--- src/rtl/core/mfc_pkg.sv ---
package mfc_pkg;

  localparam int RuleDepthDef  = 16;
  localparam int GateCountDef  = 8;
  localparam int WordsPerRule  = 6;
  localparam int Ipv4Bits      = 32;
  localparam int Ipv6Bits      = 128;
  localparam int QueueDepth    = 2;

  localparam logic       CMD_CLASSIFY = 1'b0;
  localparam logic       CMD_WRITE    = 1'b1;
  localparam logic [1:0] NET_IPV4     = 2'd1;
  localparam logic [1:0] NET_IPV6     = 2'd2;

  typedef struct packed {
    logic [2:0]  flags;
    logic [63:0] src_hi;
    logic [63:0] src_lo;
    logic [63:0] dst_hi;
    logic [63:0] dst_lo;
    logic [7:0]  proto;
    logic [7:0]  tclass;
    logic [15:0] sport;
    logic [15:0] dport;
  } hdr_t;

  // front -> back: oldest waiting classify request
  typedef struct packed {
    logic valid;
    hdr_t hdr;
  } hq_head_t;

  // back -> front
  typedef struct packed {
    logic busy;
    logic pop;
  } bk_stat_t;

  typedef enum logic {
    ST_IDLE,
    ST_SEARCH
  } bk_state_t;

  // address / 6 for a 7-bit word address: (a * 43) >> 8 is exact below 128
  function automatic logic [4:0] rule_of(input logic [6:0] a);
    logic [12:0] prod;
    prod = 13'(a) * 13'd43;
    return prod[12:8];
  endfunction

  function automatic logic [2:0] word_of(input logic [6:0] a);
    logic [6:0] base;
    base = 7'(rule_of(a)) * 7'd6;
    return 3'(a - base);
  endfunction

endpackage

--- src/rtl/core/mfc_front.sv ---
module mfc_front import mfc_pkg::*; #(
  parameter int RULE_DEPTH = RuleDepthDef,
  localparam int RIDX_W = (RULE_DEPTH > 1) ? $clog2(RULE_DEPTH) : 1
) (
  input  logic              clk,
  input  logic              rst_n,
  input  logic              in_push,
  output logic              in_full,
  input  logic              in_command,
  input  logic [6:0]        in_rule_word_address,
  input  logic [63:0]       in_rule_word_data,
  input  hdr_t              in_hdr,
  output logic              wr_en,
  output logic [2:0]        wr_word,
  output logic [RIDX_W-1:0] wr_rule,
  output logic [63:0]       wr_data,
  output hq_head_t          head,
  input  bk_stat_t          bk_stat
);

  localparam int AddrLimit = RULE_DEPTH * WordsPerRule;

  hdr_t       hq_r [QueueDepth];
  logic       wp_r, wp_nxt, rp_r, rp_nxt;
  logic [1:0] cnt_r, cnt_nxt;
  logic       hq_full, accept, push_hq;
  logic [31:0] rule_wide;

  assign hq_full = (cnt_r == 2'(QueueDepth));
  // a write waits until every earlier classify has finished
  assign in_full = (in_command == CMD_WRITE) ? ((cnt_r != 2'd0) || bk_stat.busy) : hq_full;
  assign accept  = in_push && !in_full;
  assign push_hq = accept && (in_command == CMD_CLASSIFY);

  assign rule_wide = 32'(rule_of(in_rule_word_address));
  assign wr_en   = accept && (in_command == CMD_WRITE) &&
                   (32'(in_rule_word_address) < AddrLimit);
  assign wr_word = word_of(in_rule_word_address);
  assign wr_rule = rule_wide[RIDX_W-1:0];
  assign wr_data = in_rule_word_data;

  assign head.valid = (cnt_r != 2'd0);
  assign head.hdr   = hq_r[rp_r];

  always_comb begin
    wp_nxt  = push_hq ? ~wp_r : wp_r;
    rp_nxt  = bk_stat.pop ? ~rp_r : rp_r;
    cnt_nxt = cnt_r + 2'(push_hq) - 2'(bk_stat.pop);
  end

  always_ff @(posedge clk) begin
    if (!rst_n) begin
      wp_r  <= 1'b0;
      rp_r  <= 1'b0;
      cnt_r <= 2'd0;
    end else begin
      wp_r  <= wp_nxt;
      rp_r  <= rp_nxt;
      cnt_r <= cnt_nxt;
    end
  end

  always_ff @(posedge clk) begin
    if (push_hq) begin
      hq_r[wp_r] <= in_hdr;
    end
  end

endmodule

--- config.mk ---
export PLATFORM = sky130hd
export DESIGN_NAME = mfc_front
export DESIGN_NICKNAME = d
export VERILOG_FILES = /design/src/rtl/core/mfc_pkg.sv /design/src/rtl/core/mfc_front.sv
export SDC_FILE = /design/constraint.sdc
export NUM_CORES = 1
export LEC_CHECK = 0
export BUFFER_PORTS_ARGS = -buffer_cell sky130_fd_sc_hd__buf_2
export CORE_AREA = 8 8 288 290
export DETAILED_ROUTE_END_ITERATION = 8
export DIE_AREA = 0 0 296 298
export PLACE_DENSITY = 0.55
export SYNTH_ARGS = -nofsm -noshare
export SYNTH_HDL_FRONTEND = slang
export SYNTH_SLANG_ARGS = --single-unit
--- constraint.sdc ---
create_clock -name clk -period 26.4 [get_ports clk]
set_clock_uncertainty 0.1 [all_clocks]
set_input_delay 1.32 -clock clk [delete_from_list [all_inputs] [get_ports clk]]
set_output_delay 1.32 -clock clk [all_outputs]
set_load 0.01 [all_outputs]
== Word-level counts from Yosys, hierarchy flattened ==
Memories as Yosys holds them, arrays and structs flattened. A register that Yosys moved wholly into a read port is not among the register bits.
Index checks and enable logic that the tools add are counted.
Widths: inputs -> output; s select.

* Add/sub/neg operators: 3
* Bitwise operators: 3
* $mul: 2
* Equality and inequality tests: 1
* Reduce and logical (&&, ||, !) cells: 7
* Divide/modulo/power cells: 0
* Muxes and demuxes: 5
* Order comparisons: 1
* Shift-type cells: 0

{| class="wikitable"
|+ Operators by type and width
! operator !! count
|-
| $mul 7x6->13 const B || 1
|-
| $lt 7x7->1 const B || 1
|-
| $mul 5x2->2 const B || 1
|-
| $mux 1 || 5
|-
| $logic_and 1x1->1 || 4
|-
| $not 1->1 || 3
|-
| $sub 3x3->3 || 1
|-
| $add 2x1->2 || 1
|-
| $eq 2x2->1 const B || 1
|-
| $reduce_bool 2->1 || 1
|-
| $sub 2x1->2 || 1
|-
| $logic_not 1->1 || 1
|-
| $logic_or 1x1->1 || 1
|}

* Latch bits: 0
* Word-level logic and storage cells: 26
* Memories kept: 1
* Memory bits (read-only): 0
* Input bits: 384
* Flip-flop bits (word level): 4
* Memory bits (writable): 614

{| class="wikitable"
|+ Memories
! name !! words !! bits a word !! rd ports !! clocked after memory_dff !! wr ports !! RTL line !! text
|-
| hq_r || 2 || 307 || 1 || 1 || 1 || mfc_front.sv:23 || <nowiki>hdr_t hq_r [QueueDepth];</nowiki>
|}

== Logic depth before layout (Yosys ltp) ==
* Word-level depth: 8
* Gate-level depth with buffers: 13
* Gate-level depth less buffers: 13

== Worst setup path before layout ==
OpenSTA, ideal clock, no wires.

* Path kind: input-to-reg
* From: input bk_stat[1] (netlist bit)
* To: memory hq_r[0][0] (netlist bit) (enable)
* Path buffers: 1
* Library setup time: 0.981 ns
* Stages on the path: 5
* Data arrival time: 14.611 ns
* Path slack: 10.708 ns
* Cells stage by stage: o21ai_1 nand3_1 or2_1 clkbuf_1 nor2_1

* Word-level cells in the longest chain between the ends: 7

{| class="wikitable"
|+ Ends and longest elaborated chain
! what !! RTL line !! text
|-
| start, declared || mfc_front.sv:18 || <nowiki>input bk_stat_t bk_stat</nowiki>
|-
| $logic_or 1x1->1 || mfc_front.sv:31 || <nowiki>assign in_full = (in_command == CMD_WRITE) ? ((cnt_r != 2'd0) || bk_stat.busy) : hq_full;</nowiki>
|-
| $mux 1 || mfc_front.sv:31 ||
|-
| $logic_not 1->1 || mfc_front.sv:32 || <nowiki>assign accept = in_push && !in_full;</nowiki>
|-
| $logic_and 1x1->1 || mfc_front.sv:32 ||
|-
| $logic_and 1x1->1 || mfc_front.sv:33 || <nowiki>assign push_hq = accept && (in_command == CMD_CLASSIFY);</nowiki>
|-
| $mux 1 || mfc_front.sv:64 || <nowiki>if (push_hq) begin</nowiki>
|-
| $mux 1 (implied by the code) || mfc_front.sv:65 || <nowiki>hq_r[wp_r] <= in_hdr;</nowiki>
|-
| end, declared || mfc_front.sv:23 ||
|}

Every way passes these cells.

== Final worst setup path ==
* From: input in_rule_word_address[6]
* To: output wr_word[2]

* Word-level cells in the longest chain between the ends: 3

{| class="wikitable"
|+ Ends and longest elaborated chain
! what !! RTL line !! text
|-
| start, declared || mfc_front.sv:10 || <nowiki>input logic [6:0] in_rule_word_address,</nowiki>
|-
| $mul 7x6->13 || mfc_pkg.sv:47 || <nowiki>prod = 13'(a) * 13'd43;</nowiki>
|-
| $mul 5x2->2 || mfc_pkg.sv:53 || <nowiki>base = 7'(rule_of(a)) * 7'd6;</nowiki>
|-
| $sub 3x3->3 || mfc_pkg.sv:54 || <nowiki>return 3'(a - base);</nowiki>
|-
| end, declared || mfc_front.sv:14 || <nowiki>output logic [2:0] wr_word,</nowiki>
|}

Every way passes these cells.

==> flow_summary.toml <==
[hold_path]
hp-start = "rp_r$_SDFFE_PN0P_"
holdPathStages = 2
min_path_type = "flop to flop"

[timing]
setup_viol = 0
fmax_mhz = 164.0
layout_min_cycle_time_ns = 6.099
hold-worst-slack_ns = 0.4679
rsz0062_at_grt = "no"
worst_pin_slew_ns = 1.185
hold_viol = 0
period_share_pct = 23.10
slew_violations = 0
fin_tns_setup_ns = 0
maxSlewHeadroom_pct = 21.02

[final_layout]
num-nets-final = 2166
fillCellCount = 7391
syn_to_final_growth_pct = 26.69
final_area_um2 = 29820
drive_gt1_share_pct = 58.74

[synthesis]
synth_top_area_share_pct = 78.32
ys_types = 32
netlist_area_um2 = 23540
syn_area_per_cell_um2 = 20.85
yosysWarnings = 0
ys_seq_elements = 619
netlist_top_cells_area = "edfxtp_1 (78%), mux2_2 (15%), buf_4 (2.1%)"
syn_nets = 1549
ys_seq_area_share_pct = 78.75
synth_top_area_cell = "edfxtp_1"
syn_inst = 1129

[place]
dp_hpwl_um = 41760
routabilityCongestion = 0.8207
portBuffers = 636
place_area_um2 = 27510

[drt]
firstDrtPassIters = 5
via_per_inst = 4.312
drt_wl_total_um = 59350
wl_per_cell_um = 20.75
num_vias = 12331
drt_iter0_markers = 626
route.detailed.drc = 0
wl_met1_um = 20550
top_layer = "met5"
drtAntennaViolNets = 0
wl_met2_um = 30590
route.met3.wl_um = 6390

[power]
p_sw_share_pct = 22.91
p_sw_uw = 542.7
seq_power_share_pct = 48.1
peakVddDrop_mv = 0.05171
clock_power_share_pct = 40.3
leakage_nw = 10.94
power.internal_mw = 1.826
power_density_nw_per_um2 = 79.43
pwr-share-comb_pct = 11.6

[clocking]
cts.sinks = 619
cts-root-buf = "clkbuf_16"
ctsHoldBuffers = 0
cts_setup_buffers = 0
cts.clk_slew.worst_paths_ns = 0.06
clock_path_buffers = 3
cts_tree = "yes"
cts_made_buffers = 69
clk_latency_ns = 0.57
h-tree-depth = 3
ctsResizeCount = 0

[global_route]
grt_start_max_net_pins = 147
track_usage_pct = 12.62
grt_overflow = 0
grt_pass1_wl_um = 84790
antenna_found_initial = 16
grt_pass1_vias = 13479

[outcome]
status = "finished, final reports clean"

[worst_setup_path]
crit_type = "input pin to output pin"
crit_fanout = 5
r2r_start = "cnt_r[0]$_SDFF_PN0_"
worstPathRequired_ns = 24.98
arrival_ns = 4.68
rr_worst_depth = 6
r2r-end = "hq_r[0][63]$_DFFE_PP_"
critPathCaptureType = "output pin"
rrSetupSlack_ns = 22.27
cp-start-kind = "input pin"

[die]
initial_core_util_pct = 30.04
fp.coreArea_um2 = 78360
fp.dieH_um = 298
die_w_um = 296
dieArea_um2 = 88210
io_pins = 765
row_count = 103

[run]
maxCapViolations = 0
## cell usage in the layout, fill, tap and decap left out, types with 5 or more instances in the layout
cell	instances
fa_1	6
ha_1	30
buf_2	636
clkinv_1	12
and2_1	5
clkbuf_16	71
nand2_1	5
diode_2	14
inv_1	21
bufinv_16	8
clkinv_2	9
xnor2_1	7
edfxtp_1	614
mux2_2	307
buf_4	8
clkbuf_1	13
## metal layers
metal  vias up  global-route usage, %
li1       5592                      -
met1      6103                  12.64
met2       497                  22.60
met3       129                  5.898
met4        10                  4.663
met5         -                      0
## per-stage QoR
stage / setup slack (ns) / instances / power, mW / utilization (%)
finish: 20.30 / 2860 / 2.369 / 38.06
global route: 20.03 / 2853 / 2.462 / 38.04
detailed placement: 20.28 / 2725 / 1.440 / 35.11
CTS: 20.28 / 2846 / 2.409 / 38.02
global placement: 20.33 / 2725 / 1.434 / 35.11
floorplan: 10.71 / 1129 / 1.344 / -
## sequential cells by signal, summed over array words and instances (netlist names), named ones only
name   flops
cnt_r      2
hq_r     614
wp_r       1
rp_r       1
## how the worst max path moves through the flow
stage,start,endpoint,slack [ns],depth (start not counted)
floorplan,bk_stat[1],hq_r[0][0]$_DFFE_PP_,10.71,5
global placement,in_rule_word_address[6],wr_word[2],20.33,15
detailed placement,in_rule_word_address[6],wr_word[2],20.28,15
CTS,in_rule_word_address[6],wr_word[2],20.28,15
global route,in_rule_word_address[6],wr_word[2],20.03,15
finish,in_rule_word_address[6],wr_word[2],20.30,15
## cell type report
cell class / count / area [um2] / area share [%]
timing repair buffer: 646 / 3283 / 11.01
antenna: 14 / 35.03 / 0.1175
sequential: 619 / 18540 / 62.17
clock buffer: 84 / 1826 / 6.121
tap: 1050 / 1314 / 4.405
inverter: 21 / 78.83 / 0.2643
multi-input combinational: 389 / 4290 / 14.39
clock inverter: 37 / 455.4 / 1.527
## power groups by stage
stage               Clock (mW)  Sequential [mW]  Combinational, mW
detailed placement           0             1.16              0.280
finish                   0.955             1.14              0.274
global placement             0             1.16              0.277
floorplan                    0             1.18              0.166
CTS                      0.987             1.14              0.282
global route              1.02             1.14              0.297
## cell families (layout without fill, tap and decap cells)
| logic type | after synthesis | count (layout) | share of synthesized area (%) |
|---|---|---|---|
| AO/OA/AOI/OAI | 16 | 16 | 0.4837 |
| XOR/XNOR | 11 | 11 | 0.4677 |
| adder cells (fa/ha/maj) | 36 | 36 | 2.105 |
| buffers and inverters | 121 | 788 | 3.093 |
| flip-flops | 619 | 619 | 78.75 |
| multiplexers | 307 | 307 | 14.69 |
| other | 0 | 14 | 0 |
| AND/OR/NAND/NOR | 19 | 19 | 0.4199 |
## worst max-delay path, stage by stage
cell	delay, ns
buf_2	0.14
ha_1	0.29
inv_1	0.06
fa_1	0.48
fa_1	0.50
inv_1	0.05
ha_1	0.34
a211oi_1	0.24
a2bb2oi_1	0.17
o21ai_1	0.08
a41oi_1	0.28
ha_1	0.23
xnor2_1	0.12
xnor3_1	0.22
buf_2	0.15
## cell usage after synthesis, drive strengths merged
| cell | count |
|---|---|
| a2111o | 1 |
| xnor2 | 7 |
| o21ai | 7 |
| xnor3 | 1 |
| nand3 | 1 |
| o21bai | 1 |
| a41oi | 2 |
| inv | 21 |
| clkbuf | 4 |
| a211oi | 1 |
| and2 | 5 |
| xor2 | 3 |
| fa | 6 |
| a21oi | 3 |
| or2 | 2 |
| nand2 | 5 |
| mux2 | 307 |
| edfxtp | 614 |
| buf | 96 |
| nand4 | 1 |
| dfxtp | 5 |
| nor3b | 1 |
| nor2 | 3 |
| nand2b | 1 |
| ha | 30 |
| a2bb2oi | 1 |
No activity file was read; power rests on OpenSTA's default activity.
