==> src/rtl/core/mfc_ram.sv <==
module mfc_ram #(
  parameter int WIDTH = 64,
  parameter int DEPTH = 16,
  localparam int AW = (DEPTH > 1) ? $clog2(DEPTH) : 1
) (
  input  logic             clk,
  input  logic             we,
  input  logic [AW-1:0]    waddr,
  input  logic [WIDTH-1:0] wdata,
  input  logic             re,
  input  logic [AW-1:0]    raddr,
  output logic [WIDTH-1:0] rdata_r
);

  logic [WIDTH-1:0] mem_r [DEPTH];

  always_ff @(posedge clk) begin
    if (we) begin
      mem_r[waddr] <= wdata;
    end
    if (re) begin
      rdata_r <= mem_r[raddr];
    end
  end

endmodule

==> config.mk <==
export PLATFORM = sky130hd
export DESIGN_NAME = mfc_ram
export DESIGN_NICKNAME = d
export VERILOG_FILES = /design/src/rtl/core/mfc_ram.sv
export SDC_FILE = /design/constraint.sdc
export NUM_CORES = 1
export LEC_CHECK = 0
export BUFFER_PORTS_ARGS = -buffer_cell sky130_fd_sc_hd__buf_4
export CAP_MARGIN = 10
export CORE_ASPECT_RATIO = 0.7
export CORE_MARGIN = 2
export CORE_UTILIZATION = 45
export CTS_CLUSTER_SIZE = 10
export DETAILED_ROUTE_END_ITERATION = 6
export PLACE_DENSITY_LB_ADDON = 0.1
export SLEW_MARGIN = 15
export SYNTH_ARGS = -nofsm -noshare
export SYNTH_HDL_FRONTEND = slang
export SYNTH_SLANG_ARGS = --single-unit
==> constraint.sdc <==
create_clock -name clk -period 6.1 [get_ports clk]
set_clock_uncertainty 0.2 [all_clocks]
set_input_delay 0.915 -clock clk [delete_from_list [all_inputs] [get_ports clk]]
set_output_delay 0.915 -clock clk [all_outputs]
set_load 0.05 [all_outputs]
Yosys cells after proc, flatten, opt, wreduce, memory -nomap -nowiden --
Memory sizes are Yosys's and may differ from the RTL's. A register that Yosys moved wholly into a read port is not among the register bits. Index checks and enable logic that the tools add are counted.
Operators by class: muxes and demuxes 2
Operators by type and width (count):
- 2-to-1 mux 1 bit | 2
Word-level totals: bits in registers 0, bits in writable memories 1024, input port bits 75, output and inout bits 64, logic and storage cells 3, memories kept 1
Memory list:
- mem_r | words 16, width 64, rd ports 1, clocked after memory_dff 1, write ports 1, RTL line 15 | logic [WIDTH-1:0] mem_r [DEPTH];

Longest topological paths before layout --
Gate-level depths: netlist of the first run.
depth after elaboration 2, gate-level depth with buffers 6, depth with buffers taken out 3

Least setup slack after synthesis of the first run --
Ideal clock, no wire load.
path kind in2reg, start point input port waddr[2], end point memory mem_r[0][0] (enable), library setup time 565 ps, data arrival time 5778 ps, data required time 5335 ps, slack -444 ps, stages on the path 2, path buffers 0, cell sequence or3b_2 > nor3_1
RTL lines:
- from (decl) | RTL line 8 | input logic [AW-1:0] waddr,
- to (decl) | RTL line 15
No word-level cell before the write port.

==> results of run 1 <==
logic make-up (layout without fill, tap and decap cells):
family          count (synthesis)  count (layout)  synth area share (%)
flops                        1088            1088                  81.2
mux                           256             256                  14.3
compound gates                128             128                  2.39
simple gates                   91              91                 0.927
buf+inv                        84             310                  1.12
other cells                     0               4                     0
per-layer routing:
metal  part of all wire, %  up-vias  global-route usage, %
met1                    46     9891                   31.0
met3                   5.6      131                   3.79
met5                 0.045        -                      0
li1                      -     7483                      -
met2                    47      527                   32.0
met4                   1.7        6                   4.32
cell usage after synthesis:
master and n:
edfxtp_1 1088, mux4_2 256, a22oi_1 128, nand2_1 65, clkbuf_1 36, buf_1 16, buf_2 13, buf_6 13
nor2_1 13, buf_4 6, nor3_1 4, nand2b_1 2, nand3b_1 2, nor2b_1 2, and2_1 1, nand3_1 1
or3b_2 1
state kept, by name, summed over array words and instances, names as in the netlist:
name     flops
rdata_r     64
mem_r     1024
worst paths after layout:
path                                      to  depth (start not counted)          from  slack [ns]
worst max-delay path             rdata_r[39]                          5      raddr[0]        3.22
worst min-delay path            mem_r[8][18]                          1     wdata[18]        0.32
worst min register to register    rdata_r[9]                          3  mem_r[15][9]        0.53
worst max register to register   rdata_r[50]                          3  mem_r[3][50]        4.37
metrics by stage:
| step | utilization (%) | power, W | setup WS, ns |
|---|---|---|---|
| final | 52.2 | 0.0155 | 3.22 |
| after global routing | 52.2 | 0.0160 | 3.00 |
| after CTS | 52.2 | 0.0157 | 3.16 |
| after detailed placement | 48.6 | 0.00952 | 2.44 |
| after global placement | 48.6 | 0.00950 | 2.45 |
| after floorplan | - | 0.00915 | 1.29 |
worst max-delay path: stages:
cell and delay, ns:
buf_8 0.63, buf_4 0.56, mux4_2 0.56, a22oi_1 0.24
nand2_1 0.08
where the power goes:
group | switching [W] | internal, W | leakage [nW]
sequential | 0.0000525 | 0.00843 | 9.89
combinational | 0.000550 | 0.000321 | 3.15
clock | 0.00263 | 0.00355 | 1.55
total | 0.00323 | 0.0123 | 14.6
cell type report:
class	instances	area (sq um)	area share (%)
repair buffers	179	1550	3.35
multi-input cells	475	7260	15.7
diodes	4	10.0	0.0217
well taps	1162	1450	3.15
clock inverters	5	71.3	0.155
flip-flops and latches	1088	32700	70.9
clock buffers	126	3090	6.70
==> flow_summary.json, run 1 <==
{
  "cts_hold_buf": 0,
  "ios": 139,
  "synthCells": 1647,
  "place_area_sq_mm": 0.0429,
  "place_hpwl_um": 43300,
  "status": "complete, no violations",
  "initial_core_util_pct": 45.5,
  "cp_max_fo": 72,
  "yosysUniqueCellTypes": 17,
  "fin_tns_setup_ns": 0,
  "cts_tree": "built",
  "place.gp.congestion": 0.696,
  "maxSlewHeadroom_pct": 19.9,
  "core_area_sq_mm": 0.0884,
  "firstDrtPassIters": 5,
  "critPathKind": "in -> reg",
  "clock_path_buffers": 3,
  "maxSlewViolCount": 0,
  "portBuffers": 138,
  "dpl.cell_count": 2904,
  "synth.top_cells.by_area": "edfxtp_1 81%, mux4_2 14%, a22oi_1 2.4%",
  "finalHoldViolCount": 0,
  "syn_nets": 1722,
  "ir_drop_mv": 0.245,
  "post_cts_buffers": 0,
  "root_buffer": "clkbuf_16",
  "grt_overflow_total": 0,
  "cts_sinks": 1088,
  "power_density_mw_per_mm2": 337,
  "avgViaCountPerCell": 5.94,
  "nNetsFinal": 1938,
  "via_count": 18038,
  "ys_ff_latch": 1088,
  "start_kind": "primary input",
  "grt_max_degree": 90,
  "layout_common_cells": "1088 x edfxtp_1, 256 x mux4_2, 162 x buf_4",
  "track_usage_pct": 20.6,
  "layout_commonest_cell": "edfxtp_1",
  "setup_viol": 0,
  "cp.required_ns": 6.32,
  "endpoint_kind": "flip-flop",
  "grt_antenna_before_repair": 6,
  "drive_gt1_share_pct": 31.1,
  "die_x_um": 361,
  "drv_cap": 0,
  "num-fill-cells": 6832,
  "ys_warn_count": 0,
  "clk_pin_slew_ns": 0.06,
  "grt_pass1_vias": 18705,
  "worst_skew_pair.late_latency_ns": 0.68,
  "synth_top_area_cell": "edfxtp_1",
  "post_drt_wl_per_cell_um": 30.8,
  "worstPathArrival_ns": 3.10,
  "grt_pass1_wl_um": 134000,
  "rsz0062_at_grt": "false",
  "die_h_um": 254,
  "die-area_sq_mm": 0.0918,
  "fin_cells": 3039,
  "numCtsBuffers": 119,
  "drtAntennaViolNets": 0,
  "num_rows": 91,
  "synth_top_area_share_pct": 81.2,
  "cts_max_level": 3,
  "fin_crit_sh_pct": 47.2,
  "worst_pin_slew_ns": 1.20,
  "syn_area_sq_mm": 0.0402,
  "avgSynthCellArea_sq_um": 24.4,
  "postLayoutCellArea_sq_mm": 0.0461,
  "drc": 0,
  "syn2layout_area_growth_pct": 14.6,
  "period_needed_ns": 2.88,
  "drtIter0Drc": 1990,
  "fmax_mhz": 347,
  "drt_wl_total_um": 93600,
  "holdWs_ns": 0.325,
  "worst_hold_path_type": "in -> reg",
  "leakage_nw": 14.6,
  "ys_seq_area_share_pct": 81.2,
  "cts_resized": 0
}
Note: power is estimated with default switching activity, not from simulation.
==> inputs of run 2 (changes only) <==
Clock period 6.1 ns to 2.48 ns, I/O delays scaled along.
==> run 2 against run 1 <==
Compared with the run above:
- critical path depth is 4 lower
- first-iteration DRC count shrank 2.0%
- clock-buffer cell count is 1 lower
- sequential share of layout area is 3.1 points lower
- sequential power rose by 150%
==> flow_summary.json, run 2 (synthesis results as in run 1) <==
{
  "status": "complete, no violations",
  "core_area_sq_mm": 0.0884,
  "cts_hold_buf": 65,
  "cts_resized": 0,
  "grt_pass1_vias": 19731,
  "crit_family": "flip-flops",
  "avgViaCountPerCell": 5.88,
  "grt_pass1_wl_um": 138000,
  "fin_crit_sh_pct": 81.5,
  "syn2layout_area_growth_pct": 19.8,
  "finalHoldViolCount": 0,
  "largest-register": "mem_r",
  "cp.required_ns": 1.91,
  "critPathSlowestCell": "edfxtp_1",
  "seqPwrFrac_pct": 54.6,
  "drt_wl_total_um": 95200,
  "critPathKind": "reg -> out",
  "rsz0062_at_grt": "false",
  "power.share.clock_pct": 39.0,
  "start_kind": "flip-flop",
  "dpl.cell_count": 3001,
  "dp_slack_ns": 0.0694,
  "die_h_um": 254,
  "cts_sinks": 1088,
  "post_drt_wl_per_cell_um": 29.8,
  "endpoint_kind": "output pin",
  "drtIter0Drc": 1951,
  "fin_cells": 3199,
  "drv_cap": 0,
  "place_hpwl_um": 53500,
  "wl_met2_um": 44400,
  "largest_reg_flops": 1024,
  "fmax_mhz": 495,
  "wl_met3_um": 5560,
  "worst_skew_pair.late_latency_ns": 0.68,
  "grt_max_degree": 39,
  "cts_tree": "built",
  "drc": 0,
  "root_buffer": "clkbuf_16",
  "nNetsFinal": 2100,
  "layout_common_cells": "1088 x edfxtp_1, 256 x mux4_2, 195 x buf_4",
  "ios": 139,
  "maxSlewHeadroom_pct": 64.4,
  "initial_core_util_pct": 45.5,
  "via_count": 18820,
  "clock_path_buffers": 3,
  "die_x_um": 361,
  "top_regs": "mem_r (1024), rdata_r (64)",
  "worstPathCellList": "buf_4",
  "grt_overflow_total": 0,
  "route.top_layer_used": "met5",
  "fin_tns_setup_ns": 0,
  "power.switching_w": 0.00798,
  "num-fill-cells": 6623,
  "cts_max_level": 3,
  "setup_slack_ns": 0.458,
  "worstPathArrival_ns": 1.45,
  "place.gp.congestion": 0.736,
  "setup_viol": 0,
  "pwr-share-comb_pct": 6.4,
  "period_needed_ns": 2.02,
  "worst_pin_slew_ns": 0.534,
  "numCtsBuffers": 119,
  "die-area_sq_mm": 0.0918,
  "p_int_w": 0.0302,
  "sw_frac_of_total_pct": 20.9,
  "track_usage_pct": 21.1,
  "slowest_delay_ns": 0.52,
  "worst_hold_path_type": "in -> reg",
  "ir_drop_mv": 0.573,
  "leakage_nw": 15.5,
  "clk_pin_slew_ns": 0.05,
  "wl_met1_um": 43400,
  "cp_max_fo": 1,
  "portBuffers": 138,
  "layout_commonest_cell": "edfxtp_1",
  "path_buf_inv": 1,
  "grt_antenna_before_repair": 5,
  "p_total_w": 0.0382,
  "firstDrtPassIters": 5,
  "maxSlewViolCount": 0,
  "drive_gt1_share_pct": 33.4,
  "post_cts_buffers": 0,
  "num_rows": 91,
  "power_density_mw_per_mm2": 792,
  "drtAntennaViolNets": 0
}
## run 2: through the flow
step	hold slack, ns	area [sq um]	util [%]
after global placement	0.460	44500	50.3
final	0.0673	48200	54.6
after CTS	0.0207	48200	54.6
after detailed placement	0.474	44500	50.3
after floorplan	0.271	40300	-
after global routing	0.0448	48200	54.6
## run 2: per-layer routing
metal  track usage [%]  up-vias
li1                  -     7825
met1              31.7    10270
met2              32.6      593
met3              3.60      124
met4              5.10        8
met5                 0        -
## run 2: worst register-to-register path: stages, from the launching register on
cell and delay (ns):
edfxtp_1 0.36, mux4_2 0.48, a22oi_1 0.21, nand2_1 0.19
## run 2: layout make-up
type,count,area (sq um),area share [%]
Multi-Input combinational cell,475,7270,15.1
Tap cell,1162,1450,3.02
Antenna cell,2,5.00,0.0104
Timing Repair Buffer,341,3730,7.73
Sequential cell,1088,32700,67.8
Clock inverter,6,53.8,0.112
Clock buffer,125,3020,6.27
## run 2: power groups by stage
stage / clock network, W / logic (W) / registers [W]
after global routing: 0.0159 / 0.00260 / 0.0209
after CTS: 0.0152 / 0.00248 / 0.0209
after global placement: 0 / 0.00236 / 0.0212
after floorplan: 0 / 0.000990 / 0.0215
final: 0.0149 / 0.00244 / 0.0209
after detailed placement: 0 / 0.00239 / 0.0212
## run 2: path summary, 6_finish.rpt
path,slack [ns],cells after the start,from,to
worst max register to register,0.74,3,mem_r[11][6],rdata_r[6]
worst min register to register,0.54,3,mem_r[14][52],rdata_r[52]
worst max-delay path,0.46,1,rdata_r[20],rdata_r[20]
worst min-delay path,0.07,3,waddr[2],mem_r[15][25]
==> inputs of run 3 (changes only) <==
Settings changed: ABC_AREA set to 1.
Clock period 2.48 ns to 1.7 ns, I/O delays scaled along.
==> run 3 against run 2 <==
Compared with the run above:
- synthesized area grew 14%
- combinational power grew 95%
- clock power grew 50%
- total power grew 51%
- die area grew 14%
- the flow now finishes with violations (negative setup slack)
- critical path depth is the same
- final cell count grew 86%
- first-iteration DRC count grew 27%
- register-to-register slack lost 0.43 ns
- clock-buffer cell count is the same
- largest power group unchanged
- highest routed layer unchanged
- sequential share of layout area shrank 8.7 points
- global-route usage grew 2.4 points
- critical endpoint is now rdata_r[28]
==> flow_summary.json, run 3 <==
{
  "worstPathCellList": "buf_6",
  "cts_max_level": 3,
  "cts_sinks": 1088,
  "initial_core_util_pct": 45.2,
  "yosysMostFrequentCell": "nand2_1",
  "synth_top_area_cell": "edfxtp_1",
  "place.gp.congestion": 0.788,
  "ys_async_sr_fraction_pct": 0,
  "endpoint_kind": "output pin",
  "grt_max_degree": 84,
  "ios": 139,
  "worstPathArrival_ns": 1.45,
  "drc": 0,
  "place_hpwl_um": 71100,
  "root_buffer": "clkbuf_16",
  "portBuffers": 138,
  "ys_warn_count": 0,
  "clock_path_buffers": 3,
  "die_h_um": 271,
  "syn2layout_area_growth_pct": 20.5,
  "setup_viol": 54,
  "clk_pin_slew_ns": 0.06,
  "finalHoldViolCount": 0,
  "power_density_mw_per_mm2": 1040,
  "start_kind": "flip-flop",
  "multi_input_area_sq_mm": 0.00916,
  "status": "finished with violations",
  "die-area_sq_mm": 0.105,
  "core_area_sq_mm": 0.102,
  "largest-register": "mem_r",
  "grt_antenna_before_repair": 4,
  "ys_ff_latch": 1088,
  "synth_top_area_share_pct": 71.1,
  "cts_tree": "built",
  "synthFlopType": "edfxtp_1",
  "numCtsBuffers": 119,
  "cp.required_ns": 1.24,
  "largest_reg_flops": 1024,
  "track_usage_pct": 23.5,
  "slowest_delay_ns": 0.52,
  "crit_family": "flip-flops",
  "worst_hold_path_type": "in -> reg",
  "critPathKind": "reg -> out",
  "drive_gt1_share_pct": 12.1,
  "synthCells": 4210,
  "layout_common_cells": "1345 x nand2_1, 1088 x edfxtp_1, 768 x inv_1, 768 x nand3_1, 194 x buf_4",
  "fmax_mhz": 525,
  "yosysUniqueCellTypes": 14,
  "syn_nets": 4285,
  "drt_wl_total_um": 121000,
  "fin_crit_sh_pct": 112,
  "via_count": 29959,
  "worst_pin_slew_ns": 0.473,
  "die_x_um": 386,
  "nNetsFinal": 4664,
  "dp_slack_ns": -0.206,
  "post_drt_wl_per_cell_um": 20.3,
  "avgSynthCellArea_sq_um": 10.9,
  "grt_pass1_wl_um": 184000,
  "violations": "negative setup slack",
  "syn_area_sq_mm": 0.0459,
  "drtAntennaViolNets": 0,
  "synth_edf_count": 1088,
  "ys_seq_area_share_pct": 71.1,
  "setup_slack_ns": -0.206,
  "seqCellArea_sq_mm": 0.0327,
  "num-fill-cells": 8759,
  "drtIter0Drc": 2481,
  "cp_max_fo": 1,
  "grt_overflow_total": 0,
  "ir_drop_mv": 0.821,
  "place_area_sq_mm": 0.0513,
  "avgViaCountPerCell": 5.04,
  "ys_top_cells_by_count": "1349 x nand2_1, 1088 x edfxtp_1, 771 x inv_1, 769 x nand3_1, 116 x buf_2",
  "num_rows": 98,
  "maxSlewViolCount": 0,
  "rsz0062_at_grt": "true",
  "layout_commonest_cell": "nand2_1",
  "postLayoutCellArea_sq_mm": 0.0553,
  "post_cts_buffers": 0,
  "synth.top_cells.by_area": "edfxtp_1 71%, nand2_1 11%, nand3_1 8.4%",
  "maxSlewHeadroom_pct": 68.5,
  "top_regs": "mem_r (1024), rdata_r (64)",
  "path_buf_inv": 1,
  "period_needed_ns": 1.91,
  "drv_cap": 0,
  "grt_pass1_vias": 28377,
  "leakage_nw": 23.4,
  "critPathSlowestCell": "edfxtp_1",
  "worst_skew_pair.late_latency_ns": 0.71,
  "firstDrtPassIters": 6
}
[run 3: cell types whose count changed after synthesis, moves of 4 or more]
cell,delta
a22oi_1,-128
buf_1,-5
buf_2,+103
buf_4,+10
buf_6,+33
clkbuf_1,-15
inv_1,+771
mux4_2,-256
nand2_1,+1284
nand3_1,+768
nor2_1,+4
nor3_1,-4
[run 3: logic make-up after synthesis]
group	synth area share [%]
AND/OR/NAND/NOR	19.6
buffers and inverters	9.28
flip-flops	71.1
[run 3: final timing paths]
path	from	endpoint	slack, ns	cells past startpoint
setup / recovery	rdata_r[28]	rdata_r[28]	-0.21	1
hold / removal	we	mem_r[12][31]	0.06	4
setup reg to reg	mem_r[15][15]	rdata_r[15]	0.31	6
hold reg to reg	mem_r[2][49]	rdata_r[49]	0.53	6
[run 3: power breakdown]
group          total (W)  switching [W]  internal [W]
logic            0.00475        0.00307       0.00169
clock network     0.0223        0.00975        0.0126
registers         0.0305       0.000221        0.0302
[run 3: layout make-up]
type / instances / area share (%)
diodes: 2 / 0.00905
clock buffers: 125 / 5.58
clock inverters: 4 / 0.0814
inverters: 774 / 5.34
multi-input cells: 2137 / 16.6
flip-flops and latches: 1088 / 59.1
well taps: 1350 / 3.05
repair buffers: 469 / 10.3
[run 3: layer usage]
metal | wire length (um) | share of wire [%] | vias up | GRT usage, %
met5 | 56 | 0.046 | - | 0
met4 | 2280 | 1.9 | 8 | 5.24
met3 | 6910 | 5.7 | 169 | 4.02
met2 | 53700 | 44 | 822 | 34.9
met1 | 58000 | 48 | 14584 | 36.1
li1 | - | - | 14376 | -
[run 3: timing repair]
action / in CTS / in global routing
hold endpoints to repair: 1111 / 0
hold buffers: 67 / 0
setup endpoints to repair: 64 / 64
resized for setup: 64 / 0
gates cloned: 0 / 0
[run 3: per-stage QoR]
step | std cells | util (%) | power [W] | TNS (ns) | hold slack (ns)
floorplan | 4210 | - | 0.0334 | -461.33 | 0.154
global placement | 5751 | 50.4 | 0.0355 | -53.63 | 0.368
detailed placement | 5751 | 50.4 | 0.0356 | -57.54 | 0.369
CTS | 5947 | 54.4 | 0.0581 | -7.58 | 0.00188
global route | 5947 | 54.4 | 0.0595 | -7.66 | 0.0228
finish | 5949 | 54.4 | 0.0575 | -3.74 | 0.0642
