==> config.mk <==
export PLATFORM = sky130hd
export DESIGN_NAME = mfc_back
export DESIGN_NICKNAME = d
export VERILOG_FILES = /design/src/rtl/core/mfc_pkg.sv /design/src/rtl/core/mfc_back.sv
export SDC_FILE = /design/constraint.sdc
export NUM_CORES = 1
export LEC_CHECK = 0
export BUFFER_PORTS_ARGS = -buffer_cell sky130_fd_sc_hd__buf_2
export CAP_MARGIN = 20
export CORE_AREA = 5 5 274 276
export DETAILED_ROUTE_END_ITERATION = 12
export DIE_AREA = 0 0 279 281
export GPL_TIMING_DRIVEN = 0
export PLACE_DENSITY = 0.38
export SYNTH_ARGS = -nofsm -noshare
export SYNTH_HDL_FRONTEND = slang
export SYNTH_SLANG_ARGS = --single-unit
==> constraint.sdc <==
create_clock -name clk -period 3.2 [get_ports clk]
set_input_delay 0.16 -clock clk [delete_from_list [all_inputs] [get_ports clk]]
set_output_delay 0.16 -clock clk [all_outputs]
set_load 0.01 [all_outputs]
==> src/rtl/core/mfc_pkg.sv <==
package mfc_pkg;

  localparam int RuleDepthDef  = 16;
  localparam int GateCountDef  = 8;
  localparam int WordsPerRule  = 6;
  localparam int Ipv4Bits      = 32;
  localparam int Ipv6Bits      = 128;
  localparam int QueueDepth    = 2;

  localparam logic       CMD_CLASSIFY = 1'b0;
  localparam logic       CMD_WRITE    = 1'b1;
  localparam logic [1:0] NET_IPV4     = 2'd1;
  localparam logic [1:0] NET_IPV6     = 2'd2;

  typedef struct packed {
    logic [2:0]  flags;
    logic [63:0] src_hi;
    logic [63:0] src_lo;
    logic [63:0] dst_hi;
    logic [63:0] dst_lo;
    logic [7:0]  proto;
    logic [7:0]  tclass;
    logic [15:0] sport;
    logic [15:0] dport;
  } hdr_t;

  // front -> back: oldest waiting classify request
  typedef struct packed {
    logic valid;
    hdr_t hdr;
  } hq_head_t;

  // back -> front
  typedef struct packed {
    logic busy;
    logic pop;
  } bk_stat_t;

  typedef enum logic {
    ST_IDLE,
    ST_SEARCH
  } bk_state_t;

  // address / 6 for a 7-bit word address: (a * 43) >> 8 is exact below 128
  function automatic logic [4:0] rule_of(input logic [6:0] a);
    logic [12:0] prod;
    prod = 13'(a) * 13'd43;
    return prod[12:8];
  endfunction

  function automatic logic [2:0] word_of(input logic [6:0] a);
    logic [6:0] base;
    base = 7'(rule_of(a)) * 7'd6;
    return 3'(a - base);
  endfunction

endpackage

==> src/rtl/core/mfc_back.sv <==
module mfc_back import mfc_pkg::*; #(
  parameter int RULE_DEPTH = RuleDepthDef,
  parameter int GATE_COUNT = GateCountDef,
  localparam int RIDX_W = (RULE_DEPTH > 1) ? $clog2(RULE_DEPTH) : 1,
  localparam int CNT_W  = $clog2(RULE_DEPTH + 1)
) (
  input  logic              clk,
  input  logic              rst_n,
  input  logic [4:0]        rule_count,
  input  hq_head_t          head,
  output bk_stat_t          bk_stat,
  output logic              rd_en,
  output logic [RIDX_W-1:0] rd_rule,
  input  logic [63:0]       rd_w0,
  input  logic [63:0]       rd_w1,
  input  logic [63:0]       rd_w2,
  input  logic [63:0]       rd_w3,
  input  logic [63:0]       rd_w4,
  input  logic [63:0]       rd_w5,
  output logic              out_empty,
  input  logic              out_pop,
  output logic              out_matched,
  output logic [2:0]        out_gate
);

  function automatic logic pfx_ok(input logic [1:0] net, input logic [63:0] ph,
                                  input logic [63:0] pl, input logic [63:0] rh,
                                  input logic [63:0] rl, input logic [7:0] plen);
    logic [5:0]   p4;
    logic [7:0]   p6;
    logic [31:0]  m4;
    logic [127:0] m6;
    p4 = (plen > 8'(Ipv4Bits)) ? 6'(Ipv4Bits) : plen[5:0];
    p6 = (plen > 8'(Ipv6Bits)) ? 8'(Ipv6Bits) : plen;
    m4 = ~({32{1'b1}} >> p4);
    m6 = ~({128{1'b1}} >> p6);
    if (net == NET_IPV4) begin
      return ((pl[31:0] ^ rl[31:0]) & m4) == 32'd0;
    end
    return (({ph, pl} ^ {rh, rl}) & m6) == 128'd0;
  endfunction

  function automatic logic rule_hit(input hdr_t h, input logic [63:0] w0,
                                    input logic [63:0] w1, input logic [63:0] w2,
                                    input logic [63:0] w3, input logic [63:0] w4,
                                    input logic [63:0] w5);
    logic [1:0] net;
    logic       ok, smin_v, dmin_v;
    logic [7:0] tmask;
    net   = h.flags[1:0];
    ok    = (net == NET_IPV4) || (net == NET_IPV6);
    if (32'(w4[60:53]) >= GATE_COUNT) ok = 1'b0;
    if (w4[9:2] != 8'd0 &&
        (w4[1:0] != net || !pfx_ok(net, h.src_hi, h.src_lo, w0, w1, w4[9:2])))
      ok = 1'b0;
    if (w4[19:12] != 8'd0 &&
        (w4[11:10] != net || !pfx_ok(net, h.dst_hi, h.dst_lo, w2, w3, w4[19:12])))
      ok = 1'b0;
    if (w4[20] && w4[28:21] != h.proto) ok = 1'b0;
    if (w4[29] && w4[35:30] != h.tclass[7:2]) ok = 1'b0;
    tmask = w4[52:45];
    if (w4[36] && tmask != 8'd0 && (w4[44:37] & tmask) != (h.tclass & tmask)) ok = 1'b0;
    smin_v = w4[61];
    dmin_v = w4[62];
    if (smin_v || dmin_v) begin
      if (!h.flags[2]) ok = 1'b0;
      if (smin_v && h.sport < w5[15:0]) ok = 1'b0;
      if (h.sport > w5[31:16]) ok = 1'b0;
      if (dmin_v && h.dport < w5[47:32]) ok = 1'b0;
      if (h.dport > w5[63:48]) ok = 1'b0;
    end
    return ok;
  endfunction

  bk_state_t      state_r, state_nxt;
  logic [CNT_W-1:0] rd_idx_r, rd_idx_nxt, eidx_r, n_eff;
  logic           vld_r, hit, done, start, res_push, res_match;
  logic [2:0]     res_gate;

  logic [3:0] oq_r [QueueDepth];
  logic       owp_r, orp_r;
  logic [1:0] ocnt_r, ocnt_nxt;
  logic       oq_full;

  assign n_eff = (32'(rule_count) > RULE_DEPTH) ? CNT_W'(RULE_DEPTH) : CNT_W'(rule_count);
  assign oq_full = (ocnt_r == 2'(QueueDepth));

  assign hit  = rule_hit(head.hdr, rd_w0, rd_w1, rd_w2, rd_w3, rd_w4, rd_w5);
  assign done = vld_r && (hit || eidx_r == CNT_W'(n_eff - 1'b1));
  // one search at a time and only with room for its result
  assign start = (state_r == ST_IDLE) && head.valid && !oq_full;

  assign rd_en   = (state_r == ST_SEARCH) && (rd_idx_r < n_eff) && !done;
  assign rd_rule = rd_idx_r[RIDX_W-1:0];

  always_comb begin
    state_nxt  = state_r;
    rd_idx_nxt = rd_idx_r;
    unique case (state_r)
      ST_IDLE: begin
        rd_idx_nxt = '0;
        if (start && n_eff != '0) state_nxt = ST_SEARCH;
      end
      ST_SEARCH: begin
        if (rd_en) rd_idx_nxt = rd_idx_r + 1'b1;
        if (done) state_nxt = ST_IDLE;
      end
      default: state_nxt = ST_IDLE;
    endcase
  end

  always_comb begin
    res_push  = 1'b0;
    res_match = 1'b0;
    res_gate  = 3'd0;
    unique case (state_r)
      ST_IDLE: res_push = start && (n_eff == '0);
      ST_SEARCH: begin
        res_push  = done;
        res_match = hit;
        res_gate  = hit ? rd_w4[55:53] : 3'd0;
      end
      default: res_push = 1'b0;
    endcase
  end

  assign bk_stat.busy = (state_r != ST_IDLE);
  assign bk_stat.pop  = res_push;

  always_ff @(posedge clk) begin
    if (!rst_n) begin
      state_r  <= ST_IDLE;
      rd_idx_r <= '0;
      vld_r    <= 1'b0;
    end else begin
      state_r  <= state_nxt;
      rd_idx_r <= rd_idx_nxt;
      vld_r    <= rd_en;
    end
  end

  always_ff @(posedge clk) begin
    if (rd_en) eidx_r <= rd_idx_r;
  end

  // result queue
  logic out_take;
  assign out_empty   = (ocnt_r == 2'd0);
  assign out_take    = out_pop && !out_empty;
  assign out_matched = oq_r[orp_r][3];
  assign out_gate    = oq_r[orp_r][2:0];
  assign ocnt_nxt    = ocnt_r + 2'(res_push) - 2'(out_take);

  always_ff @(posedge clk) begin
    if (!rst_n) begin
      owp_r  <= 1'b0;
      orp_r  <= 1'b0;
      ocnt_r <= 2'd0;
    end else begin
      if (res_push) owp_r <= ~owp_r;
      if (out_take) orp_r <= ~orp_r;
      ocnt_r <= ocnt_nxt;
    end
  end

  always_ff @(posedge clk) begin
    if (res_push) oq_r[owp_r] <= {res_match, res_gate};
  end

endmodule

### Word-level counts from Yosys, hierarchy flattened

Memory sizes are Yosys's and may differ from the RTL's. A register that Yosys moved wholly into a read port is not among the register bits.
Index checks and enable logic that the tools add are counted.
W data, S select, Z words.

| storage, ports and cells | value |
|---|---|
| register bits after elaboration | 16 |
| bits in writable memories | 8 |
| input bits | 700 |
| output and inout bits | 12 |
| logic and storage cells | 125 |
| memories kept | 1 |

Memories:

| memory | depth | width | rd ports | clocked after memory_dff | wr ports | line | RTL |
|---|---|---|---|---|---|---|---|
| oq_r | 2 | 4 | 1 | 1 | 1 | mfc_back.sv:80 | `logic [3:0] oq_r [QueueDepth];` |

| cells by class | value |
|---|---|
| $add $sub $neg | 4 |
| $lt $le $gt $ge | 11 |
| eq/ne operators | 10 |
| shifts and indexed selects | 4 |
| mux-type cells | 35 |
| bitwise logic cells | 17 |
| reduce and logical (&&, ||, !) cells | 36 |

Operators with widths:

| cell | count |
|---|---|
| $and A128 B128 Y128 | 2 |
| $logic_not A128 Y1 | 2 |
| $not A128 Y128 | 2 |
| $shr A128 B8 Y128 const A | 2 |
| $xor A128 B128 Y128 | 2 |
| $and A32 B32 Y32 | 2 |
| $logic_not A32 Y1 | 2 |
| $not A32 Y32 | 2 |
| $shr A32 B6 Y32 const A | 2 |
| $xor A32 B32 Y32 | 2 |
| $gt A16 B16 Y1 | 2 |
| $lt A16 B16 Y1 | 2 |
| $mux W1 | 24 |
| $reduce_bool A8 Y1 | 3 |
| $and A8 B8 Y8 | 2 |
| $gt A8 B6 Y1 const B | 2 |
| $gt A8 B8 Y1 const B | 2 |
| $logic_and A1 B1 Y1 | 16 |
| $mux W8 | 2 |
| $ne A8 B8 Y1 | 2 |
| $mux W6 | 2 |
| $mux W5 | 2 |
| $pmux W5 S2 | 1 |
| $ge A8 B4 Y1 const B | 1 |
| 20 further kinds | 34 |

### Longest topological paths before layout

Gate-level depths: netlist of run 1.

| logic depth | value |
|---|---|
| word-level depth | 28 |
| depth in mapped cells | 14 |
| depth with buffers taken out | 13 |

### Worst setup path before layout of run 1

No wires, ideal clock.

| timing path | value |
|---|---|
| kind | input port to flip-flop |
| start point | input rd_w4[5] |
| end point | register eidx_r[0] (enable) |
| data arrival time | 2458 ps |
| required time | 2922 ps |
| path slack | 464 ps |
| cell stages on the path | 12 |
| cell sequence | buf_2 > buf_2 > buf_2 > o21ai_0 > nand2_1 > a2111o_1 > nor4_1 > nand4_1 > o211ai_2 > o211ai_1 > a21o_1 > and2_1 |

| on the way | value |
|---|---|
| longest elaborated chain between the ends | 26 |
| elaborated cells between the ends (all ways) | 33 |

Ends and longest elaborated chain:

| what | line | RTL |
|---|---|---|
| from (decl) | mfc_back.sv:18 | `input logic [63:0] rd_w4,` |
| branches (longest 10 deep; another with $gt A8 B8 Y1) | n/a |  |
| $logic_and A1 B1 Y1 (*) | mfc_back.sv:53 | `if (w4[9:2] != 8'd0 &&` |
| $mux W1 (*) | mfc_back.sv:53 |  |
| $mux W1 (*) | mfc_back.sv:56 | `if (w4[19:12] != 8'd0 &&` |
| $mux W1 (*) | mfc_back.sv:59 | `if (w4[20] && w4[28:21] != h.proto) ok = 1'b0;` |
| $mux W1 (*) | mfc_back.sv:60 | `if (w4[29] && w4[35:30] != h.tclass[7:2]) ok = 1'b0;` |
| $mux W1 (*) | mfc_back.sv:62 | `if (w4[36] && tmask != 8'd0 && (w4[44:37] & tmask) != (h.tclass & tmask)) ok = 1'b0;` |
| $mux W1 | mfc_back.sv:66 | `if (!h.flags[2]) ok = 1'b0;` |
| (+2 left out) | n/a |  |
| $mux W1 | mfc_back.sv:69 | `if (dmin_v && h.dport < w5[47:32]) ok = 1'b0;` |
| $mux W1 | mfc_back.sv:70 | `if (h.dport > w5[63:48]) ok = 1'b0;` |
| $mux W1 (*) | mfc_back.sv:65 | `if (smin_v \|\| dmin_v) begin` |
| $logic_or A1 B1 Y1 (*) | mfc_back.sv:89 | `assign done = vld_r && (hit \|\| eidx_r == CNT_W'(n_eff - 1'b1));` |
| $logic_and A1 B1 Y1 (*) | mfc_back.sv:89 |  |
| $logic_not A1 Y1 (*) | mfc_back.sv:93 | `assign rd_en = (state_r == ST_SEARCH) && (rd_idx_r < n_eff) && !done;` |
| $logic_and A1 B1 Y1 (*) | mfc_back.sv:93 |  |
| named net rd_en | mfc_back.sv:12 | `output logic rd_en,` |
| to (signal assigned) | mfc_back.sv:143 | `if (rd_en) eidx_r <= rd_idx_r;` |
| to (decl) | mfc_back.sv:76 | `logic [CNT_W-1:0] rd_idx_r, rd_idx_nxt, eidx_r, n_eff;` |

Mark *: on every way through the listed nets, which the timed path passes. The select of a mux whose other input is x is not followed.
A chain may end at the register's enable or synchronous reset.

### Worst setup path in the final report of run 1

| timing path | value |
|---|---|
| start point | input rd_w4[5] |
| end point | output rd_en |

| on the way | value |
|---|---|
| longest elaborated chain between the ends | 26 |
| elaborated cells between the ends (all ways) | 33 |

Ends and longest elaborated chain:

| what | line | RTL |
|---|---|---|
| branches (longest 10 deep; another with $gt A8 B8 Y1) | n/a |  |
| $logic_and A1 B1 Y1 (*) | mfc_back.sv:53 |  |
| $mux W1 (*) | mfc_back.sv:53 |  |
| $mux W1 (*) | mfc_back.sv:56 |  |
| $mux W1 (*) | mfc_back.sv:59 |  |
| $mux W1 (*) | mfc_back.sv:60 |  |
| $mux W1 (*) | mfc_back.sv:62 |  |
| $mux W1 | mfc_back.sv:66 |  |
| $mux W1 | mfc_back.sv:67 | `if (smin_v && h.sport < w5[15:0]) ok = 1'b0;` |
| $mux W1 | mfc_back.sv:68 | `if (h.sport > w5[31:16]) ok = 1'b0;` |
| $mux W1 | mfc_back.sv:69 |  |
| $mux W1 | mfc_back.sv:70 |  |
| $mux W1 (*) | mfc_back.sv:65 |  |
| $logic_or A1 B1 Y1 (*) | mfc_back.sv:89 |  |
| $logic_and A1 B1 Y1 (*) | mfc_back.sv:89 |  |
| $logic_not A1 Y1 (*) | mfc_back.sv:93 |  |
| $logic_and A1 B1 Y1 (*) | mfc_back.sv:93 |  |
| to (decl) | mfc_back.sv:12 |  |

Every way passes the cells marked *. The select of a mux whose other input is x is not followed.

==> metrics, run 1 <==
Psw=1.68 mW; Skew-Pair Late Insertion Delay=0.26 ns; fin worst setup slack=-0.0652 ns; capturing element type of the critical path=primary output; Root Driver=clkbuf_16; via-per-instance ratio=4.82; Worst EP arrival=3.11 ns; peak supply drop=0.214 mV; outcome=finished, violations left; Cell variety after synth=87; Sequential Power Share=0.119; fill cell instance count of the final layout=8,220; routability-driven placement congestion ratio=1.01; count of final setup violators=1; antenna violations before repair=10; Clock transition at path regs=0.06 ns; die span in x=279 um; number of synthesized register bits=25; worst slew pin tran=0.782 ns; worst hold path class=input port to register; fraction of power consumed by combinational cells=0.799; residual overflow from global routing=0; DRT Wirelength=83,300 um; TritonCTS clock tree=built; number of remaining DRC errors=0; estimated wirelength of the detail-placed design=71,900 um; switching power as a share of total power=0.505; Layout area overhead=65.2%; Syn. warnings=0; worst slew margin relative to its limit=0.475; Port Buf Inserts=705; number of DRC markers after the initial detailed-route iteration=1,030; internal power consumption=1.65 mW; synthesized area divided by synthesized cell count=7.20 sq um; main flop type after synthesis=edfxtp_1; H-tree depth=1; static leakage=7.43 nW; EDFF count, synth=13; ANT nets after route=0; buffer levels on the longest clock path=2; vias in the first global route=16,255; number of sinks handled by clock tree synthesis=25; most common library cell in the layout ignoring fill and taps=buf_2; crit share post-route=1.02; cell chain of the critical path=buf_6 > buf_12 > buf_8 > nand4b_1 > nor3_2 > o31ai_2 > o211ai_1 > nor4_2 > nand4_1 > o211ai_4 > o211ai_1 > a21o_1 > and2_4 > buf_6; global-route wire length before repair=114,000 um; highest-delay cell along the critical path=o31ai_2; count of pins over their slew limit=0; shortest clock period the worst path allows after layout=3.27 ns; Required @ worst endpoint=3.04 ns; Post-Layout Cell Count=3,177; total number of nets in the final design=2,987; area taken by flip-flops and latches=631 sq um; area of the mapped netlist=10,200 sq um; category of the worst setup path launch point=input port; kind of critical path=input port to primary output; pin count of the biggest net entering global routing=14; Clk pwr share=0.082; total power per unit cell area=197 nW/um^2; Hold Fails Final Rpt=0; total placed cells including tap cells=3,088; overall routing resource usage=0.196; top library cells by usage in the layout, fill and taps aside=buf_2, xnor2_1, a21oi_1; placement row count=99; sequential fraction of the synthesis area=0.0617; max-cap violations=0; average detailed-routed wire length per instance=26.2 um; CTS buffer count=3; maximum clock rate=306 MHz; area of the core=72,300 sq um; RSZ-0062 raised after global routing=yes; Total Die Area=78,400 sq um; violations in the final reports=negative setup slack; iteration count of the initial detailed-routing pass=9; Fin Clk Skew=0.00483 ns; delay of the slowest cell on the worst path=0.43 ns; area of the multi-input gates=9560 sq um; worst-path maximum fanout=10; initial standard-cell utilization of the core=0.141; Synth async-reset ratio=0; share of cells above drive strength 1=0.453; Synth Net Count=2,189; die span in y=281 um; number of buffers inserted by hold repair at cts=0; Worst Hold Margin=0.220 ns; count of vias placed by the detailed router=15,319; synthesized netlist cell count=1,419; boundary pin count=712
[routing by layer]
| layer | up-vias | global-route usage | wire length (um) |
|---|---|---|---|
| li1 | 6880 | - | - |
| met1 | 7210 | 0.214 | 30100 |
| met2 | 1003 | 0.370 | 42000 |
| met3 | 214 | 0.0302 | 5950 |
| met4 | 12 | 0.0926 | 5130 |
| met5 | - | 0 | 87 |
[area by class of cell]
class / count / share of cell area
Timing Repair Buffer: 797 / 0.260
Clock buffer: 4 / 0.00467
Multi-Input combinational cell: 1231 / 0.566
Tap cell: 959 / 0.0710
Inverter: 89 / 0.0215
Antenna cell: 2 / 0.000296
Sequential cell: 25 / 0.0373
Buffer: 70 / 0.0391
[sequential cells by signal, indices dropped and copies added (netlist names), named ones only]
name      flops
eidx_r        5
ocnt_r        2
oq_r          8
orp_r         1
owp_r         1
rd_idx_r      5
state_r       1
vld_r         1
[final timing paths]
check	from	end	slack, ns	cells after the start
worst min-delay path	rst_n	state_r	0.22	2
worst max register to register	rd_idx_r[1]	eidx_r[3]	1.02	11
worst min register to register	rd_idx_r[4]	eidx_r[4]	0.50	0
worst max-delay path	rd_w4[5]	rd_en	-0.07	14
[cell usage after synthesis (11+ instances only)]
cell,number,area share
a211oi_1,36,0.026
a21o_1,18,0.013
a21oi_1,126,0.062
a22oi_1,19,0.014
a31oi_1,31,0.019
buf_2,30,0.015
buf_4,15,0.011
clkbuf_1,15,0.0055
dfxtp_1,12,0.023
edfxtp_1,13,0.038
ha_1,70,0.086
inv_1,87,0.032
nand2_1,64,0.023
nand2b_1,18,0.011
nand3_1,22,0.011
nand4_1,52,0.032
nor2_1,60,0.022
nor2b_1,12,0.0073
nor3_1,60,0.029
nor4_1,48,0.029
o211ai_1,11,0.0081
o21ai_0,76,0.037
o22ai_1,21,0.013
o31ai_1,16,0.012
xnor2_1,193,0.17
xor2_1,107,0.092
[power by group through the flow]
stage	clock, mW	combinational, mW	sequential (mW)
3_5_place_dp	0	2.39	0.406
2_1_floorplan	0	1.16	0.397
4_1_cts	0.284	2.60	0.399
5_1_grt	0.300	2.83	0.403
3_3_place_gp	0	2.39	0.405
6_report	0.275	2.66	0.397
[critical path: cells and delay by family]
| family | cells | cell delay (ns) |
|---|---|---|
| AO/OA/AOI/OAI | 5 | 1.32 |
| AND/OR/NAND/NOR | 5 | 1.08 |
| buffers and inverters | 4 | 0.52 |
[through the flow]
step | setup WS, ns | cell area (sq um) | TNS, ns | power (mW) | util
2_1_floorplan | 0.464 | 10200 | 0 | 1.56 | -
3_3_place_gp | -1.61 | 15000 | -44.80 | 2.80 | 0.207
3_5_place_dp | -1.55 | 15000 | -43.12 | 2.79 | 0.207
4_1_cts | 0.00146 | 16500 | 0 | 3.28 | 0.229
5_1_grt | -0.147 | 16900 | -0.406 | 3.53 | 0.233
6_report | -0.0652 | 16900 | -0.0652 | 3.33 | 0.234
[cells by family after synthesis]
kind of cell / count (synthesis) / synth area share
buffers and inverters: 163 / 0.0758
flip-flops: 25 / 0.0617
XOR/XNOR: 300 / 0.257
AND/OR/NAND/NOR: 403 / 0.221
adder cells (fa/ha/maj): 73 / 0.0886
multiplexers: 7 / 0.00747
AO/OA/AOI/OAI: 448 / 0.289
[timing repair]
action / in CTS / in global routing
gates resized for setup: 195 / 48
buffers inserted: 72 / 13
cloned: 1 / 2
pin swaps: 50 / 12
endpoints found under the setup margin: 33 / 19
No activity file was read; power rests on OpenSTA's default activity.
==> run 2: changes to the inputs <==
- HOLD_SLACK_MARGIN: unset -> 0.1
- PLACE_DENSITY: 0.38 -> 0.39
- clock period: 3.2 -> 3 ns (I/O delays scaled with it)
==> run 2 against run 1 <==
The flow still finishes with violations (negative setup slack). Clock skew fell by 0.0031 ns. First-iteration DRC count rose by 8.6%. Utilization rose by 1.1 points. Critical path depth did not move. Combinational power rose by 13%. Setup slack got worse by 0.060 ns. Global-route usage rose by 0.58 points. Sequential power rose by 6.5%. Register-to-register slack got worse by 0.20 ns. Total power rose by 11%. Critical path type unchanged. Largest cell class unchanged. Highest routed layer unchanged.
==> metrics, run 2 (same netlist as run 1, synthesis figures left out) <==
outcome=finished, violations left; violations in the final reports=negative setup slack; vias in the first global route=16,094; capturing element type of the critical path=primary output; crit share post-route=1.04; Hold Fails Final Rpt=0; via-per-instance ratio=4.80; max-cap violations=0; Worst Hold Margin=0.218 ns; fin worst setup slack=-0.125 ns; kind of critical path=input port to primary output; die span in y=281 um; CP Launch Point=rd_w4[19]; Layout area overhead=73.3%; antenna violations before repair=6; highest-delay cell along the critical path=or3_1; total power per unit cell area=210 nW/um^2; global-route wire length before repair=116,000 um; static leakage=7.76 nW; post-detailed-placement cell area=15,000 sq um; count of final setup violators=2; worst slew margin relative to its limit=0.381; CP bufs+invs=5; maximum clock rate=320 MHz; residual overflow from global routing=0; Port Buf Inserts=705; worst slew pin tran=0.925 ns; top library cells by usage in the layout, fill and taps aside=buf_2, xnor2_1, a21oi_1; total number of nets in the final design=3,018; number of sinks handled by clock tree synthesis=25; average detailed-routed wire length per instance=27.0 um; placement row count=99; DRT Wirelength=86,700 um; internal power consumption=1.85 mW; Fin Clk Skew=0.00177 ns; critical path's top delay family=compound AO/OA/AOI/OAI gates; worst-path maximum fanout=8; category of the worst setup path launch point=input port; boundary pin count=712; cell chain of the critical path=buf_8 > buf_8 > or3_1 > o31a_1 > nor3_1 > a21oi_1 > a21oi_1 > nor4_4 > o21a_2 > buf_4 > o2111ai_4 > nand2_2 > buf_4 > buf_4; fraction of power consumed by combinational cells=0.806; area of all placed cells without fillers=17,700 sq um; peak supply drop=0.177 mV; RSZ-0062 raised after global routing=yes; Worst EP arrival=2.97 ns; area of the core=72,300 sq um; routability-driven placement congestion ratio=0.977; initial standard-cell utilization of the core=0.141; worst hold path class=input port to register; count of vias placed by the detailed router=15,409; dominant cell type by count on the critical path=buf_4; R2R Path Start=rd_idx_r[1]; fill cell instance count of the final layout=8,077; register with the most flip-flops=oq_r; CTS buffer count=3; Required @ worst endpoint=2.85 ns; overall routing resource usage=0.202; delay of the slowest cell on the worst path=0.54 ns; iteration count of the initial detailed-routing pass=5; Regs by FF count=oq_r: 8 flops, eidx_r: 5 flops, rd_idx_r: 5 flops; TritonCTS clock tree=built; ANT nets after route=0; overall power of the completed layout=3.72 mW; Clk pwr share=0.080; pin count of the biggest net entering global routing=15; Total Die Area=78,400 sq um; total negative setup slack=-0.247 ns; most common library cell in the layout ignoring fill and taps=buf_2; number of buffers inserted by hold repair at cts=0; shortest clock period the worst path allows after layout=3.12 ns; Clock transition at path regs=0.06 ns; buffer levels on the longest clock path=2; Skew-Pair Late Insertion Delay=0.26 ns; count of pins over their slew limit=0; share of cells above drive strength 1=0.470; switching power as a share of total power=0.503; die span in x=279 um; number of DRC markers after the initial detailed-route iteration=1,119; number of flip-flops in the largest register=8; H-tree depth=1; Sequential Power Share=0.114; estimated wirelength of the detail-placed design=74,500 um; Psw=1.87 mW; Root Driver=clkbuf_16; Hold Path Origin=rst_n; number of remaining DRC errors=0
-- run 2: cell types whose count changed in the layout (fill, tap and decap cells not counted), sizes merged --
cell,delta
buf,+33
bufbuf,-1
clkinv,+1
clkbuf,-2
clkinvlp,-1
inv,+1
-- run 2: cell type report --
cell class	instances	area, sq um	area share
multi-input cells	1231	9770	0.552
repair buffers	827	4830	0.273
well taps	959	1200	0.0677
plain buffers	71	837	0.0472
flip-flops and latches	25	631	0.0356
inverters	89	362	0.0204
clock buffers	3	75.1	0.00424
clock inverters	1	5.00	0.000282
diodes	2	5.00	0.000282
-- run 2: worst paths after layout --
check	end	slack (ns)	cells past startpoint
setup / recovery	bk_stat[0]	-0.12	14
hold / removal	state_r	0.22	2
setup reg to reg	eidx_r[4]	0.82	11
hold reg to reg	eidx_r[4]	0.50	0
-- run 2: metrics by stage --
stage	util	std cells	setup slack, ns
after floorplan	-	1419	0.274
after global placement	0.207	3083	-2.20
after detailed placement	0.208	3089	-1.29
after CTS	0.233	3162	-0.158
after global routing	0.245	3206	-0.242
final	0.245	3208	-0.125
-- run 2: repair_timing --
action / 4_1_cts / 5_1_grt
pin swaps: 58 / 58
cloned: 0 / 6
gates resized for setup: 250 / 134
setup buffers: 71 / 41
setup endpoints to repair: 33 / 29
-- run 2: power by group through the flow --
stage                     Combinational [mW]  Sequential, mW  Clock [mW]
after floorplan                         1.24           0.424           0
after global placement                  2.58           0.430           0
after detailed placement                2.58           0.432           0
after CTS                               2.86           0.424       0.307
after global routing                    3.18           0.427       0.322
final                                   3.00           0.423       0.298
-- run 2: metal layers --
| metal | GRT usage | part of all wire |
|---|---|---|
| met5 | 0 | 0.00050 |
| met3 | 0.0294 | 0.068 |
| met2 | 0.376 | 0.50 |
| met4 | 0.105 | 0.069 |
| met1 | 0.222 | 0.36 |
